[src/design/hfa_pkg.sv]
// Shared constants, types and helpers for the 3x3 hole-filling block.
`timescale 1ns / 1ps
`default_nettype none

package hfa_pkg;

  // Frame geometry
  localparam int MAX_WIDTH   = 2048;
  localparam int CNT_LIMIT   = 2048;
  localparam int ADDR_W      = (MAX_WIDTH > 1) ? $clog2(MAX_WIDTH) : 1;
  localparam int CNT_W       = 11;
  localparam int DIM_W       = 12;
  localparam int PIX_W       = 8;
  localparam int W_CAP_INT   = (MAX_WIDTH < CNT_LIMIT) ? MAX_WIDTH : CNT_LIMIT;
  localparam logic [DIM_W-1:0] W_CAP = DIM_W'(W_CAP_INT);
  localparam logic [DIM_W-1:0] H_CAP = DIM_W'(CNT_LIMIT);
  localparam logic [DIM_W-1:0] DIM_MIN = DIM_W'(3);
  localparam logic [DIM_W-1:0] WIDTH_RESET  = DIM_W'(640);
  localparam logic [DIM_W-1:0] HEIGHT_RESET = DIM_W'(480);

  // Configuration register indexes
  localparam int CFG_IDX_W = 1;
  localparam logic [CFG_IDX_W-1:0] REG_IMAGE_WIDTH  = CFG_IDX_W'(0);
  localparam logic [CFG_IDX_W-1:0] REG_IMAGE_HEIGHT = CFG_IDX_W'(1);

  // Neighborhood
  localparam int NB_N       = 9;
  localparam int CENTER_IDX = 4;
  localparam int WIN_N      = 6;

  // Mean arithmetic: sum of nine pixels, count up to nine
  localparam int SUM_W   = 12;
  localparam int CNTN_W  = 4;
  localparam int NUM_W   = SUM_W + 1;
  localparam int DEN_W   = CNTN_W + 1;
  localparam int DIV_STEPS = PIX_W;
  localparam int STEP_W  = $clog2(DIV_STEPS);

  // Queue between front and back
  localparam int QDEPTH  = 4;
  localparam int QPTR_W  = $clog2(QDEPTH);
  localparam int QCNT_W  = $clog2(QDEPTH + 1);

  // One classified pixel handed from front to back
  typedef struct packed {
    logic [CNT_W-1:0]          row;
    logic [CNT_W-1:0]          col;
    logic [PIX_W-1:0]          px;
    logic                      interior;
    logic                      border;
    logic [NB_N-1:0][PIX_W-1:0] nb;
  } job_t;

  typedef enum logic {
    F_IDLE,
    F_PROC
  } fstate_t;

  typedef enum logic [2:0] {
    B_IDLE,
    B_SUM,
    B_DIV,
    B_EMIT_INT,
    B_EMIT_BRD
  } bstate_t;

  // Clamp a frame dimension to 3..hi
  function automatic logic [DIM_W-1:0] dim_clamp(input logic [DIM_W-1:0] v,
                                                 input logic [DIM_W-1:0] hi);
    logic [DIM_W-1:0] res;
    if (v < DIM_MIN) begin
      res = DIM_MIN;
    end else if (v > hi) begin
      res = hi;
    end else begin
      res = v;
    end
    return res;
  endfunction

endpackage

`default_nettype wire

[src/design/hfa_queue.sv]
// Small FIFO of classified jobs between front and back.
`timescale 1ns / 1ps
`default_nettype none

module hfa_queue (
  input  logic          clk,
  input  logic          rst_n,
  input  logic          push_valid,
  output logic          push_ready,
  input  hfa_pkg::job_t push_data,
  output logic          pop_valid,
  input  logic          pop_ready,
  output hfa_pkg::job_t pop_data
);
  import hfa_pkg::*;

  job_t              slot_r [QDEPTH];
  logic [QPTR_W-1:0] wr_ptr_r, rd_ptr_r;
  logic [QCNT_W-1:0] count_r;
  logic              do_push, do_pop;

  assign push_ready = (count_r != QCNT_W'(QDEPTH));
  assign pop_valid  = (count_r != '0);
  assign pop_data   = slot_r[rd_ptr_r];
  assign do_push    = push_valid && push_ready;
  assign do_pop     = pop_valid && pop_ready;

  // Pointers and fill level
  always_ff @(posedge clk) begin
    if (!rst_n) begin
      wr_ptr_r <= '0;
      rd_ptr_r <= '0;
      count_r  <= '0;
    end else begin
      if (do_push) begin
        wr_ptr_r <= (wr_ptr_r == QPTR_W'(QDEPTH - 1)) ? '0 : wr_ptr_r + QPTR_W'(1);
      end
      if (do_pop) begin
        rd_ptr_r <= (rd_ptr_r == QPTR_W'(QDEPTH - 1)) ? '0 : rd_ptr_r + QPTR_W'(1);
      end
      case ({do_push, do_pop})
        2'b10:   count_r <= count_r + QCNT_W'(1);
        2'b01:   count_r <= count_r - QCNT_W'(1);
        default: count_r <= count_r;
      endcase
    end
  end

  // Storage
  always_ff @(posedge clk) begin
    if (do_push) slot_r[wr_ptr_r] <= push_data;
  end

endmodule

`default_nettype wire

[config.mk]
export PLATFORM = sky130hd
export DESIGN_NAME = hfa_queue
export DESIGN_NICKNAME = d
export VERILOG_FILES = /design/src/design/hfa_pkg.sv /design/src/design/hfa_queue.sv
export SDC_FILE = /design/constraint.sdc
export NUM_CORES = 1
export LEC_CHECK = 0
export ABC_AREA = 1
export BUFFER_PORTS_ARGS = -buffer_cell sky130_fd_sc_hd__clkbuf_2
export CAP_MARGIN = 20
export CORE_MARGIN = 2
export CORE_UTILIZATION = 57
export DETAILED_ROUTE_END_ITERATION = 8
export PLACE_DENSITY = 0.79
export SLEW_MARGIN = 20
export SYNTH_ARGS = -nofsm -noshare
export SYNTH_HDL_FRONTEND = slang
export SYNTH_SLANG_ARGS = --single-unit
[constraint.sdc]
create_clock -name clk -period 7.25 [get_ports clk]
set_clock_uncertainty 0.1 [all_clocks]
set_input_delay 1.0875 -clock clk [delete_from_list [all_inputs] [get_ports clk]]
set_output_delay 1.0875 -clock clk [all_outputs]
set_load 0.05 [all_outputs]
==> run_results.csv <==
group,metric,value,unit
global_route,overflow,0,
die,rows,61,
yosys,ys_top_cells_by_area,"edfxtp_1, o21ai_0, nor2_1",
cells_and_area,area_growth,16.0,%
die,core_region_area,27800,sq um
yosys,yosysSeqAreaShare,0.789,
pwr,p_per_area,424,nW/um^2
cells_and_area,drive_gt1_frac,0.248,
cts,cts_hold_buffers,0,
drt,routed_wl,32900,microns
cts,cts_made_buffers,42,
global_route,grt_pass1_wl,49000,microns
pwr,p_leak,6.56,nW
placement,gp_congestion,0.780,
die,dieArea,29500,sq um
yosys,yosysTopAreaCellShare,0.778,
die,die_w,172,microns
pwr,peakVddDrop,350,uV
worst_setup_path,cp_slowest_cell,"inv_2",
sta,rsz0062_at_grt,"no",
yosys,avgSynthCellArea,15.0,sq um
cts,cts_tree,"built",
sta,max_freq,226,MHz
drt,vias,9614,
yosys,synth-seq-cells,425,
sta,finalHoldViolations,0,
cts,cts_sinks,425,
worst_setup_path,cp-start-kind,"flip-flop",
cts,clockRootBuffer,"clkbuf_16",
worst_setup_path,crit_path_end_kind,"primary output",
placement,post-place-ws,3370,ps
worst_setup_path,crit_arrival,3230,ps
yosys,synthCells,1074,
cts,path_clk_slew,50,ps
worst_setup_path,required,6060,ps
cts,clkLatencyLatePin,530,ps
sta,min_period,4420,ps
die,pin_count,214,
drt,dr.pass1.iters,5,
drt,wire_per_inst,19.5,microns
worst_setup_path,crit_fanout,55,
sta,fin_tns_setup,0,ps
min_path,worstHoldPathType,"flip-flop to flip-flop",
placement,place.detailed.hpwl,18200,microns
cts,clk_path_buf_depth,3,
placement,numPortBuffers,213,
worst_setup_path,rr_worst_depth,5,
yosys,synth_area_leader_cell,"edfxtp_1",
sta,worst_pin_slew,1030,ps
worst_setup_path,crit_end,"pop_data[69]",
worst_setup_path,critPathTopFamily,"buffers and inverters",
run,drv_cap,0,
worst_setup_path,crit_buf_inv,3,
worst_setup_path,r2r_start,"count_r[1]$_SDFFE_PN0P_",
global_route,antenna_found_initial,2,
drt,drt_iter0_drc,859,
worst_setup_path,timing.rr.end,"slot_r[3][43]$_DFFE_PP_",
cts,post_cts_buffers,0,
drt,ant_nets,0,
cells_and_area,multi_input_area,2930,sq um
cells_and_area,nFillCells,1953,
global_route,grt_max_degree,140,
placement,placed_cells,1611,
yosys,ys_warn_count,0,
worst_setup_path,r2r_slack,4650,ps
drt,drc,0,
yosys,ys_types,24,
cts,cts-htree-levels,2,
yosys,synth_nets,1189,
sta,final.period_utilization,0.609,
sta,setup_violations,0,
cts,ctsResizeCount,0,
global_route,grt_usage,0.217,
worst_setup_path,worstPathCellList,"inv_2 > buf_4 > o21ai_0 > o22ai_2 > clkbuf_2",
sta,drv_slew,0,
worst_setup_path,critPathKind,"flip-flop to primary output",
die,die_h,172,microns
die,start_util,0.578,
cells_and_area,fin_cells,1688,
sta,maxSlewHeadroom,0.313,
sta,setup_ws,2830,ps
yosys,synth_area,16100,sq um
drt,viasPerCell,5.70,
cells_and_area,regArea,12700,sq um
worst_setup_path,max_stage_delay,730,ps
global_route,grt_pass1_vias,9308,
worst_setup_path,worst-path-stages,5,
outcome,status,"completed",
cells_and_area,nNetsFinal,1392,
==> state kept, by name (all words and copies together), names as in the netlist, named ones only <==
register / flops
count_r: 3
rd_ptr_r: 2
slot_r: 416
wr_ptr_r: 2
==> synth_stat cells, drive strengths merged <==
library cell	number
edfxtp	416
nor2	223
o21ai	210
o22ai	104
buf	38
clkbuf	29
inv	17
nand2	15
dfxtp	9
ha	6
a21oi	3
fa	1
nand3	1
nand3b	1
nand4	1
==> worst min path at each step <==
stage	start	to	slack (ps)	depth (start not counted)
6_report	count_r[0]$_SDFFE_PN0P_	count_r[0]$_SDFFE_PN0P_	440	2
5_1_grt	count_r[0]$_SDFFE_PN0P_	count_r[0]$_SDFFE_PN0P_	470	2
4_1_cts	count_r[0]$_SDFFE_PN0P_	count_r[0]$_SDFFE_PN0P_	440	2
3_5_place_dp	count_r[0]$_SDFFE_PN0P_	count_r[0]$_SDFFE_PN0P_	440	2
3_3_place_gp	count_r[0]$_SDFFE_PN0P_	count_r[0]$_SDFFE_PN0P_	410	2
2_1_floorplan	rd_ptr_r[1]$_SDFFE_PN0P_	flip-flop	380	2
==> per-stage QoR <==
stage                     area, sq um  total power (W)  hold slack (ps)   util
after CTS                       18600          0.00795              441  0.670
after floorplan                 16100          0.00530              383      -
after global placement          17300          0.00586              413  0.623
final                           18600          0.00790              444  0.670
after global routing            18600          0.00821              468  0.670
after detailed placement        17300          0.00591              437  0.623
==> layout by cell type, fill, tap and decap left out, drive strengths merged, types with 2 or more instances in the layout <==
cell / instances
a21oi: 3
buf: 13
bufinv: 2
clkbuf: 270
clkinv: 15
dfxtp: 9
diode: 2
edfxtp: 416
ha: 6
inv: 17
nand2: 15
nor2: 223
o21ai: 210
o22ai: 104
==> per-layer routing <==
layer	global-route usage	vias to the layer above	wire length, microns
met2	0.360	356	15800
met3	0.0601	73	3030
met1	0.277	4733	13200
met5	0	-	0
met4	0.0807	0	935
li1	-	4452	-
==> area by class of cell <==
cell class / instances / share of cell area
sequential: 425 / 0.681
clock inverter: 18 / 0.00679
clock buffer: 57 / 0.0634
multi-input combinational: 565 / 0.157
inverter: 17 / 0.00369
timing repair buffer: 226 / 0.0625
antenna: 2 / 0.000269
tap: 378 / 0.0254
==> logic make-up after synthesis <==
group | count (synthesis) | share of synthesized area
AO/OA/AOI/OAI | 317 | 0.115
adder cells (fa/ha/maj) | 7 | 0.00592
buffers and inverters | 84 | 0.0304
flip-flops | 425 | 0.789
AND/OR/NAND/NOR | 241 | 0.0598
==> tightest hold or removal path, delay by kind of cell (launching register included) <==
kind            cells  cell delay, ps
compound gates      1              80
flops               1             310
buf+inv             1             110
==> where the power goes <==
| group | total [W] | switching, W | internal [W] |
|---|---|---|---|
| sequential | 0.00307 | 0.000115 | 0.00295 |
| combinational | 0.00279 | 0.00222 | 0.000573 |
| clock | 0.00204 | 0.000833 | 0.00121 |
| total | 0.00790 | 0.00316 | 0.00473 |
No activity file was read; power rests on OpenSTA's default activity.
