$ cat src/design/hfa_pkg.sv
// Shared constants, types and helpers for the 3x3 hole-filling block.
`timescale 1ns / 1ps
`default_nettype none

package hfa_pkg;

  // Frame geometry
  localparam int MAX_WIDTH   = 2048;
  localparam int CNT_LIMIT   = 2048;
  localparam int ADDR_W      = (MAX_WIDTH > 1) ? $clog2(MAX_WIDTH) : 1;
  localparam int CNT_W       = 11;
  localparam int DIM_W       = 12;
  localparam int PIX_W       = 8;
  localparam int W_CAP_INT   = (MAX_WIDTH < CNT_LIMIT) ? MAX_WIDTH : CNT_LIMIT;
  localparam logic [DIM_W-1:0] W_CAP = DIM_W'(W_CAP_INT);
  localparam logic [DIM_W-1:0] H_CAP = DIM_W'(CNT_LIMIT);
  localparam logic [DIM_W-1:0] DIM_MIN = DIM_W'(3);
  localparam logic [DIM_W-1:0] WIDTH_RESET  = DIM_W'(640);
  localparam logic [DIM_W-1:0] HEIGHT_RESET = DIM_W'(480);

  // Configuration register indexes
  localparam int CFG_IDX_W = 1;
  localparam logic [CFG_IDX_W-1:0] REG_IMAGE_WIDTH  = CFG_IDX_W'(0);
  localparam logic [CFG_IDX_W-1:0] REG_IMAGE_HEIGHT = CFG_IDX_W'(1);

  // Neighborhood
  localparam int NB_N       = 9;
  localparam int CENTER_IDX = 4;
  localparam int WIN_N      = 6;

  // Mean arithmetic: sum of nine pixels, count up to nine
  localparam int SUM_W   = 12;
  localparam int CNTN_W  = 4;
  localparam int NUM_W   = SUM_W + 1;
  localparam int DEN_W   = CNTN_W + 1;
  localparam int DIV_STEPS = PIX_W;
  localparam int STEP_W  = $clog2(DIV_STEPS);

  // Queue between front and back
  localparam int QDEPTH  = 4;
  localparam int QPTR_W  = $clog2(QDEPTH);
  localparam int QCNT_W  = $clog2(QDEPTH + 1);

  // One classified pixel handed from front to back
  typedef struct packed {
    logic [CNT_W-1:0]          row;
    logic [CNT_W-1:0]          col;
    logic [PIX_W-1:0]          px;
    logic                      interior;
    logic                      border;
    logic [NB_N-1:0][PIX_W-1:0] nb;
  } job_t;

  typedef enum logic {
    F_IDLE,
    F_PROC
  } fstate_t;

  typedef enum logic [2:0] {
    B_IDLE,
    B_SUM,
    B_DIV,
    B_EMIT_INT,
    B_EMIT_BRD
  } bstate_t;

  // Clamp a frame dimension to 3..hi
  function automatic logic [DIM_W-1:0] dim_clamp(input logic [DIM_W-1:0] v,
                                                 input logic [DIM_W-1:0] hi);
    logic [DIM_W-1:0] res;
    if (v < DIM_MIN) begin
      res = DIM_MIN;
    end else if (v > hi) begin
      res = hi;
    end else begin
      res = v;
    end
    return res;
  endfunction

endpackage

`default_nettype wire

$ cat src/design/hfa_if.sv
// Request channel interfaces: pixel input, result output and configuration writes.
`timescale 1ns / 1ps
`default_nettype none


interface hfa_out_if;
  import hfa_pkg::*;
  logic             valid;
  logic             ready;
  logic [CNT_W-1:0] out_row;
  logic [CNT_W-1:0] out_col;
  logic [PIX_W-1:0] out_pixel;
  logic             last_of_item;
  modport source (output valid, out_row, out_col, out_pixel, last_of_item, input ready);
  modport sink   (input valid, out_row, out_col, out_pixel, last_of_item, output ready);
endinterface


`default_nettype wire

$ cat src/design/hfa_back.sv
// Back end: neighbor mean by bit-serial division, and result sequencing.
`timescale 1ns / 1ps
`default_nettype none

module hfa_back (
  input  logic          clk,
  input  logic          rst_n,
  input  logic          pop_valid,
  output logic          pop_ready,
  input  hfa_pkg::job_t pop_data,
  hfa_out_if.source     out_ch
);
  import hfa_pkg::*;

  bstate_t           state_r, state_nxt;
  job_t              job_r;
  logic [PIX_W-1:0]  val_r;
  logic [DEN_W-1:0]  rem_r;
  logic [DEN_W-1:0]  den_r;
  logic [PIX_W-1:0]  numlo_r;
  logic [PIX_W-1:0]  quo_r;
  logic [STEP_W-1:0] step_r;

  logic              pop, out_take;
  logic [SUM_W-1:0]  sum;
  logic [CNTN_W-1:0] cnt;
  logic [NUM_W-1:0]  num;
  logic [DEN_W:0]    trial;
  logic              qbit;
  logic [DEN_W-1:0]  rem_step;

  assign pop      = pop_valid && pop_ready;
  assign out_take = out_ch.valid && out_ch.ready;

  // Sum and count of nonzero neighbors
  always_comb begin
    sum = '0;
    cnt = '0;
    for (int i = 0; i < NB_N; i++) begin
      if (job_r.nb[i] != '0) begin
        sum = sum + SUM_W'(job_r.nb[i]);
        cnt = cnt + CNTN_W'(1);
      end
    end
    num = {sum, 1'b0} + NUM_W'(cnt);
  end

  // One restoring division step
  always_comb begin
    trial    = {rem_r, numlo_r[PIX_W-1]};
    qbit     = (trial >= {1'b0, den_r});
    rem_step = qbit ? DEN_W'(trial - {1'b0, den_r}) : trial[DEN_W-1:0];
  end

  // Next state
  always_comb begin
    state_nxt = state_r;
    case (state_r)
      B_IDLE: begin
        if (pop) begin
          if (pop_data.interior) begin
            state_nxt = (pop_data.nb[CENTER_IDX] == '0) ? B_SUM : B_EMIT_INT;
          end else if (pop_data.border) begin
            state_nxt = B_EMIT_BRD;
          end
        end
      end
      B_SUM: begin
        state_nxt = (cnt == '0) ? B_EMIT_INT : B_DIV;
      end
      B_DIV: begin
        if (step_r == '0) state_nxt = B_EMIT_INT;
      end
      B_EMIT_INT: begin
        if (out_take) state_nxt = job_r.border ? B_EMIT_BRD : B_IDLE;
      end
      B_EMIT_BRD: begin
        if (out_take) state_nxt = B_IDLE;
      end
      default: state_nxt = B_IDLE;
    endcase
  end

  // Outputs
  always_comb begin
    pop_ready           = 1'b0;
    out_ch.valid        = 1'b0;
    out_ch.out_row      = job_r.row;
    out_ch.out_col      = job_r.col;
    out_ch.out_pixel    = job_r.px;
    out_ch.last_of_item = 1'b1;
    case (state_r)
      B_IDLE: pop_ready = 1'b1;
      B_EMIT_INT: begin
        out_ch.valid        = 1'b1;
        out_ch.out_row      = job_r.row - CNT_W'(1);
        out_ch.out_col      = job_r.col - CNT_W'(1);
        out_ch.out_pixel    = val_r;
        out_ch.last_of_item = !job_r.border;
      end
      B_EMIT_BRD: out_ch.valid = 1'b1;
      default: ;
    endcase
  end

  // State register
  always_ff @(posedge clk) begin
    if (!rst_n) begin
      state_r <= B_IDLE;
    end else begin
      state_r <= state_nxt;
    end
  end

  // Datapath
  always_ff @(posedge clk) begin
    case (state_r)
      B_IDLE: begin
        if (pop) begin
          job_r <= pop_data;
          val_r <= pop_data.nb[CENTER_IDX];
        end
      end
      B_SUM: begin
        // quotient fits in a pixel, so the top bits start below the divisor
        rem_r   <= DEN_W'(num[NUM_W-1:PIX_W]);
        numlo_r <= num[PIX_W-1:0];
        den_r   <= {cnt, 1'b0};
        quo_r   <= '0;
        step_r  <= STEP_W'(DIV_STEPS - 1);
        if (cnt == '0) val_r <= '0;
      end
      B_DIV: begin
        rem_r   <= rem_step;
        numlo_r <= {numlo_r[PIX_W-2:0], 1'b0};
        quo_r   <= {quo_r[PIX_W-2:0], qbit};
        step_r  <= step_r - STEP_W'(1);
        if (step_r == '0) val_r <= {quo_r[PIX_W-2:0], qbit};
      end
      default: ;
    endcase
  end

endmodule

`default_nettype wire

$ cat src/flat_wrapper.sv
// flat-port wrapper written by rule: the top's interface ports become plain ports
module hfa_back_flat import hfa_pkg::*;
  (clk, rst_n, pop_valid, pop_ready, pop_data, out_ch_valid, out_ch_out_row, out_ch_out_col, out_ch_out_pixel, out_ch_last_of_item, out_ch_ready);
  hfa_out_if out_ch_i ();
  input  logic clk;
  input  logic rst_n;
  input  logic pop_valid;
  output logic pop_ready;
  input  hfa_pkg::job_t pop_data;
  output wire logic [$bits(out_ch_i.valid)-1:0] out_ch_valid;
  output wire logic [$bits(out_ch_i.out_row)-1:0] out_ch_out_row;
  output wire logic [$bits(out_ch_i.out_col)-1:0] out_ch_out_col;
  output wire logic [$bits(out_ch_i.out_pixel)-1:0] out_ch_out_pixel;
  output wire logic [$bits(out_ch_i.last_of_item)-1:0] out_ch_last_of_item;
  input wire logic [$bits(out_ch_i.ready)-1:0] out_ch_ready;
  assign out_ch_valid = out_ch_i.valid;
  assign out_ch_out_row = out_ch_i.out_row;
  assign out_ch_out_col = out_ch_i.out_col;
  assign out_ch_out_pixel = out_ch_i.out_pixel;
  assign out_ch_last_of_item = out_ch_i.last_of_item;
  assign out_ch_i.ready = out_ch_ready;
  hfa_back u_core (.clk(clk), .rst_n(rst_n), .pop_valid(pop_valid), .pop_ready(pop_ready), .pop_data(pop_data), .out_ch(out_ch_i));
endmodule
$ cat config.mk
export PLATFORM = sky130hd
export DESIGN_NAME = hfa_back_flat
export DESIGN_NICKNAME = d
export VERILOG_FILES = /design/src/design/hfa_pkg.sv /design/src/design/hfa_if.sv /design/src/design/hfa_back.sv /design/src/flat_wrapper.sv
export SDC_FILE = /design/constraint.sdc
export NUM_CORES = 1
export LEC_CHECK = 0
export BUFFER_PORTS_ARGS = -buffer_cell sky130_fd_sc_hd__buf_2
export CELL_PAD_IN_SITES_DETAIL_PLACEMENT = 1
export CELL_PAD_IN_SITES_GLOBAL_PLACEMENT = 1
export CORE_MARGIN = 8
export CORE_UTILIZATION = 42
export DETAILED_ROUTE_END_ITERATION = 12
export PLACE_DENSITY = 0.83
export SYNTH_ARGS = -nofsm -noshare
export SYNTH_HDL_FRONTEND = slang
export SYNTH_SLANG_ARGS = --single-unit
$ cat constraint.sdc
create_clock -name clk -period 9.6 [get_ports clk]
set_input_delay 0.48 -clock clk [delete_from_list [all_inputs] [get_ports clk]]
set_output_delay 0.48 -clock clk [all_outputs]
set_load 0.01 [all_outputs]
==> results.tsv <==
stage	metric	value	unit
job	maxCapViolCount	0	
routing	vias	10900	
synthesis	yosys_most_used_dff	edfxtp_1	
synthesis	syn_area	10600	µm²
routing	wl_per_cell	27.4	µm
critical_path	critical-path-max-stage-delay	0.47	ns
routing	drc	0	
sta	fmax	90.1	MHz
synthesis	synth_fp_nets	1261	
cells_and_area	fin_area	14600	µm²
synthesis	synthArstFlopShare	0	%
sta	rsz0062_at_grt	yes	
place	dp_hpwl	26.6	mm
floorplan	dieArea	30600	µm²
clocking	ctsRootBufferMaster	clkbuf_16	
place	place.port_buffers	140	
global_routing	grt_pass1_vias	11300	
floorplan	initial_core_util	42.4	%
routing	wl	47.3	mm
global_routing	grt_first_pass_wirelength	61.7	mm
routing	firstDrtPassIters	6	
sta	period_share	116	%
clocking	path_clk_slew	0.08	ns
critical_path	arrival	11.30	ns
global_routing	overflow	0	
routing	vias_per_cell	6.30	
cells_and_area	area_delta_synth_final	37.5	%
floorplan	floorplan.rows	58	
sta	min_period	11.10	ns
synthesis	synth_cells	1060	
synthesis	synth.yosys.warnings	0	
place	dpl-instance-area	12700	µm²
sta	hold-worst-slack	0.195	ns
critical_path	critPathBufInv	5	
sta	tightest_slew	1.18	ns
critical_path	start_kind	register	
critical_path	critical_path_required	9.79	ns
global_routing	grt.total_usage	25.6	%
synthesis	synth-seq-cells	141	
critical_path	critical_path_class	register to register	
synthesis	synth_edf_count	138	
sta	timing.final.ws_setup	-1.50	ns
clocking	cts_tree	yes	
critical_path	path_delay_family	compound AO/OA/AOI/OAI gates	
floorplan	coreArea	25000	µm²
critical_path	worstSetupEndpointType	register	
place	gp_congestion	0.901	
clocking	cts.path.max_buffers	2	
floorplan	io_pins	141	
floorplan	die_h	175	µm
sta	clock_skew	0.0177	ns
sta	setup_violations	9	
sta	slew-limit-headroom	21.3	%
clocking	clkSinkCount	141	
outcome	violations	negative setup slack	
synthesis	syn_avg_cell_area	10.0	µm²
cells_and_area	drive_above_1_share	38.6	%
clocking	clkLatencyLatePin	0.46	ns
routing	detail-route-antenna-nets	0	
cells_and_area	fin_nets	1582	
critical_path	crit_slowest_cell	edfxtp_1	
sta	drv_slew	0	
synthesis	ys_seq_area_share	39.7	%
synthesis	synth_cell_types	85	
sta	hold_viol	0	
critical_path	r2r_slack	-1.50	ns
floorplan	die_x	175	µm
clocking	h-tree-depth	4	
global_routing	antenna_found_initial	4	
outcome	status	finished, violations left	
critical_path	critPathMaxFanout	3	
routing	drtIter0Drc	1000	
clocking	numCtsBuffers	17	
global_routing	grt_max_degree	65	
worst_hold_path	hold_class	input pin to register	
==> synth_stat cells, drive strengths merged, types with 9 or more instances <==
library cell / count / area, µm²
o21a: 19 / 143
mux2i: 15 / 154
edfxtp: 138 / 4140
mux2: 17 / 191
nand2b: 13 / 81.3
o211ai: 11 / 87.6
a21o: 26 / 195
o31a: 9 / 78.8
nand3: 9 / 45.0
nor2b: 11 / 68.8
o21bai: 9 / 67.6
xnor2: 46 / 425
o31ai: 15 / 145
and2: 9 / 56.3
a211oi: 29 / 228
nand2: 106 / 400
nor4: 22 / 180
nor3: 28 / 140
a31oi: 11 / 68.8
o21ai: 75 / 390
ha: 83 / 1040
nor2: 97 / 367
xor2: 32 / 295
and3: 12 / 75.1
inv: 44 / 165
a21oi: 45 / 236
fa: 10 / 200
clkbuf: 30 / 113
==> flip-flops by register name (all words and copies together) (netlist names) <==
signal	count
u_core.quo_r	7
u_core.state_r	3
u_core.rem_r	5
u_core.job_r	103
u_core.val_r	8
u_core.step_r	3
u_core.numlo_r	8
u_core.den_r	4
==> metal layers <==
metal | routed length, µm | part of all wire [%] | vias to the layer above | GRT usage, %
met5 | 0 | 0 | - | 0
met4 | 3780 | 8.0 | 0 | 15.9
met3 | 2810 | 5.9 | 261 | 4.86
met2 | 24100 | 51 | 609 | 47.0
met1 | 16600 | 35 | 5410 | 26.5
li1 | - | - | 4611 | -
==> cells by family (layout without fill, tap and decap cells) <==
| group | after synthesis | count (layout) | synth area share [%] |
|---|---|---|---|
| mux | 32 | 32 | 3.26 |
| flops | 141 | 141 | 39.7 |
| simple gates | 344 | 344 | 16.0 |
| other cells | 0 | 4 | 0 |
| compound gates | 289 | 289 | 18.8 |
| buf+inv | 79 | 413 | 2.89 |
| xor+xnor | 82 | 82 | 7.69 |
| fa+ha+maj | 93 | 93 | 11.7 |
==> layout by cell type, fill, tap and decap left out, drive strengths merged, types with 5 or more instances in the layout <==
| cell | Yosys | routed |
|---|---|---|
| a211oi | 29 | 29 |
| a21o | 26 | 26 |
| a21oi | 45 | 45 |
| a31oi | 11 | 11 |
| and2 | 9 | 9 |
| and3 | 12 | 12 |
| buf | 4 | 336 |
| clkbuf | 30 | 19 |
| edfxtp | 138 | 138 |
| fa | 10 | 10 |
| ha | 83 | 83 |
| inv | 44 | 50 |
| mux2 | 17 | 17 |
| mux2i | 15 | 15 |
| nand2 | 106 | 106 |
| nand2b | 13 | 13 |
| nand3 | 9 | 9 |
| nor2 | 97 | 97 |
| nor2b | 11 | 11 |
| nor3 | 28 | 28 |
| nor4 | 22 | 22 |
| o211ai | 11 | 11 |
| o21a | 19 | 19 |
| o21ai | 75 | 75 |
| o21bai | 9 | 9 |
| o31a | 9 | 9 |
| o31ai | 15 | 15 |
| or2 | 5 | 5 |
| or3 | 6 | 6 |
| or4 | 7 | 7 |
| xnor2 | 46 | 46 |
| xor2 | 32 | 32 |
==> timing repair <==
item / in CTS / in global routing
endpoints found under the hold margin: 0 / 0
setup endpoints to repair: 7 / 9
pin swaps: 34 / 66
setup buffers: 23 / 33
cloned: 0 / 0
resized for setup: 83 / 102
hold buffers: 0 / 0
==> per-stage QoR <==
stage | util, % | worst slack, ns | setup TNS (ns) | cells
2_1_floorplan | - | 0.0418 | 0 | 1060
3_3_place_gp | 50.7 | -0.455 | -1.49 | 1640
3_5_place_dp | 50.7 | -0.808 | -3.37 | 1640
4_1_cts | 55.4 | -0.194 | -0.480 | 1695
5_1_grt | 58.4 | -1.61 | -10.43 | 1728
6_report | 58.4 | -1.50 | -8.71 | 1728
==> worst paths after layout <==
kind / start / end / depth (start not counted)
worst max-delay path: u_core.job_r[8] / u_core.rem_r[4] / 49
worst min-delay path: pop_data[51] / u_core.job_r[51] / 1
worst max register to register: u_core.job_r[8] / u_core.rem_r[4] / 49
worst min register to register: u_core.numlo_r[1] / u_core.numlo_r[2] / 2
==> area by class of cell <==
cell class                      instances  area (µm²)
Antenna cell                            4        10.0
Clock buffer                           19         443
Clock inverter                         13         203
Fill cell                            2730       10400
Inverter                               45         169
Multi-Input combinational cell        840        6900
Sequential cell                       141        4200
Tap cell                              330         413
Timing Repair Buffer                  336        2220
Power is not shown: default switching activity piles up to over one toggle a cycle in this logic, so the estimate is an artifact.
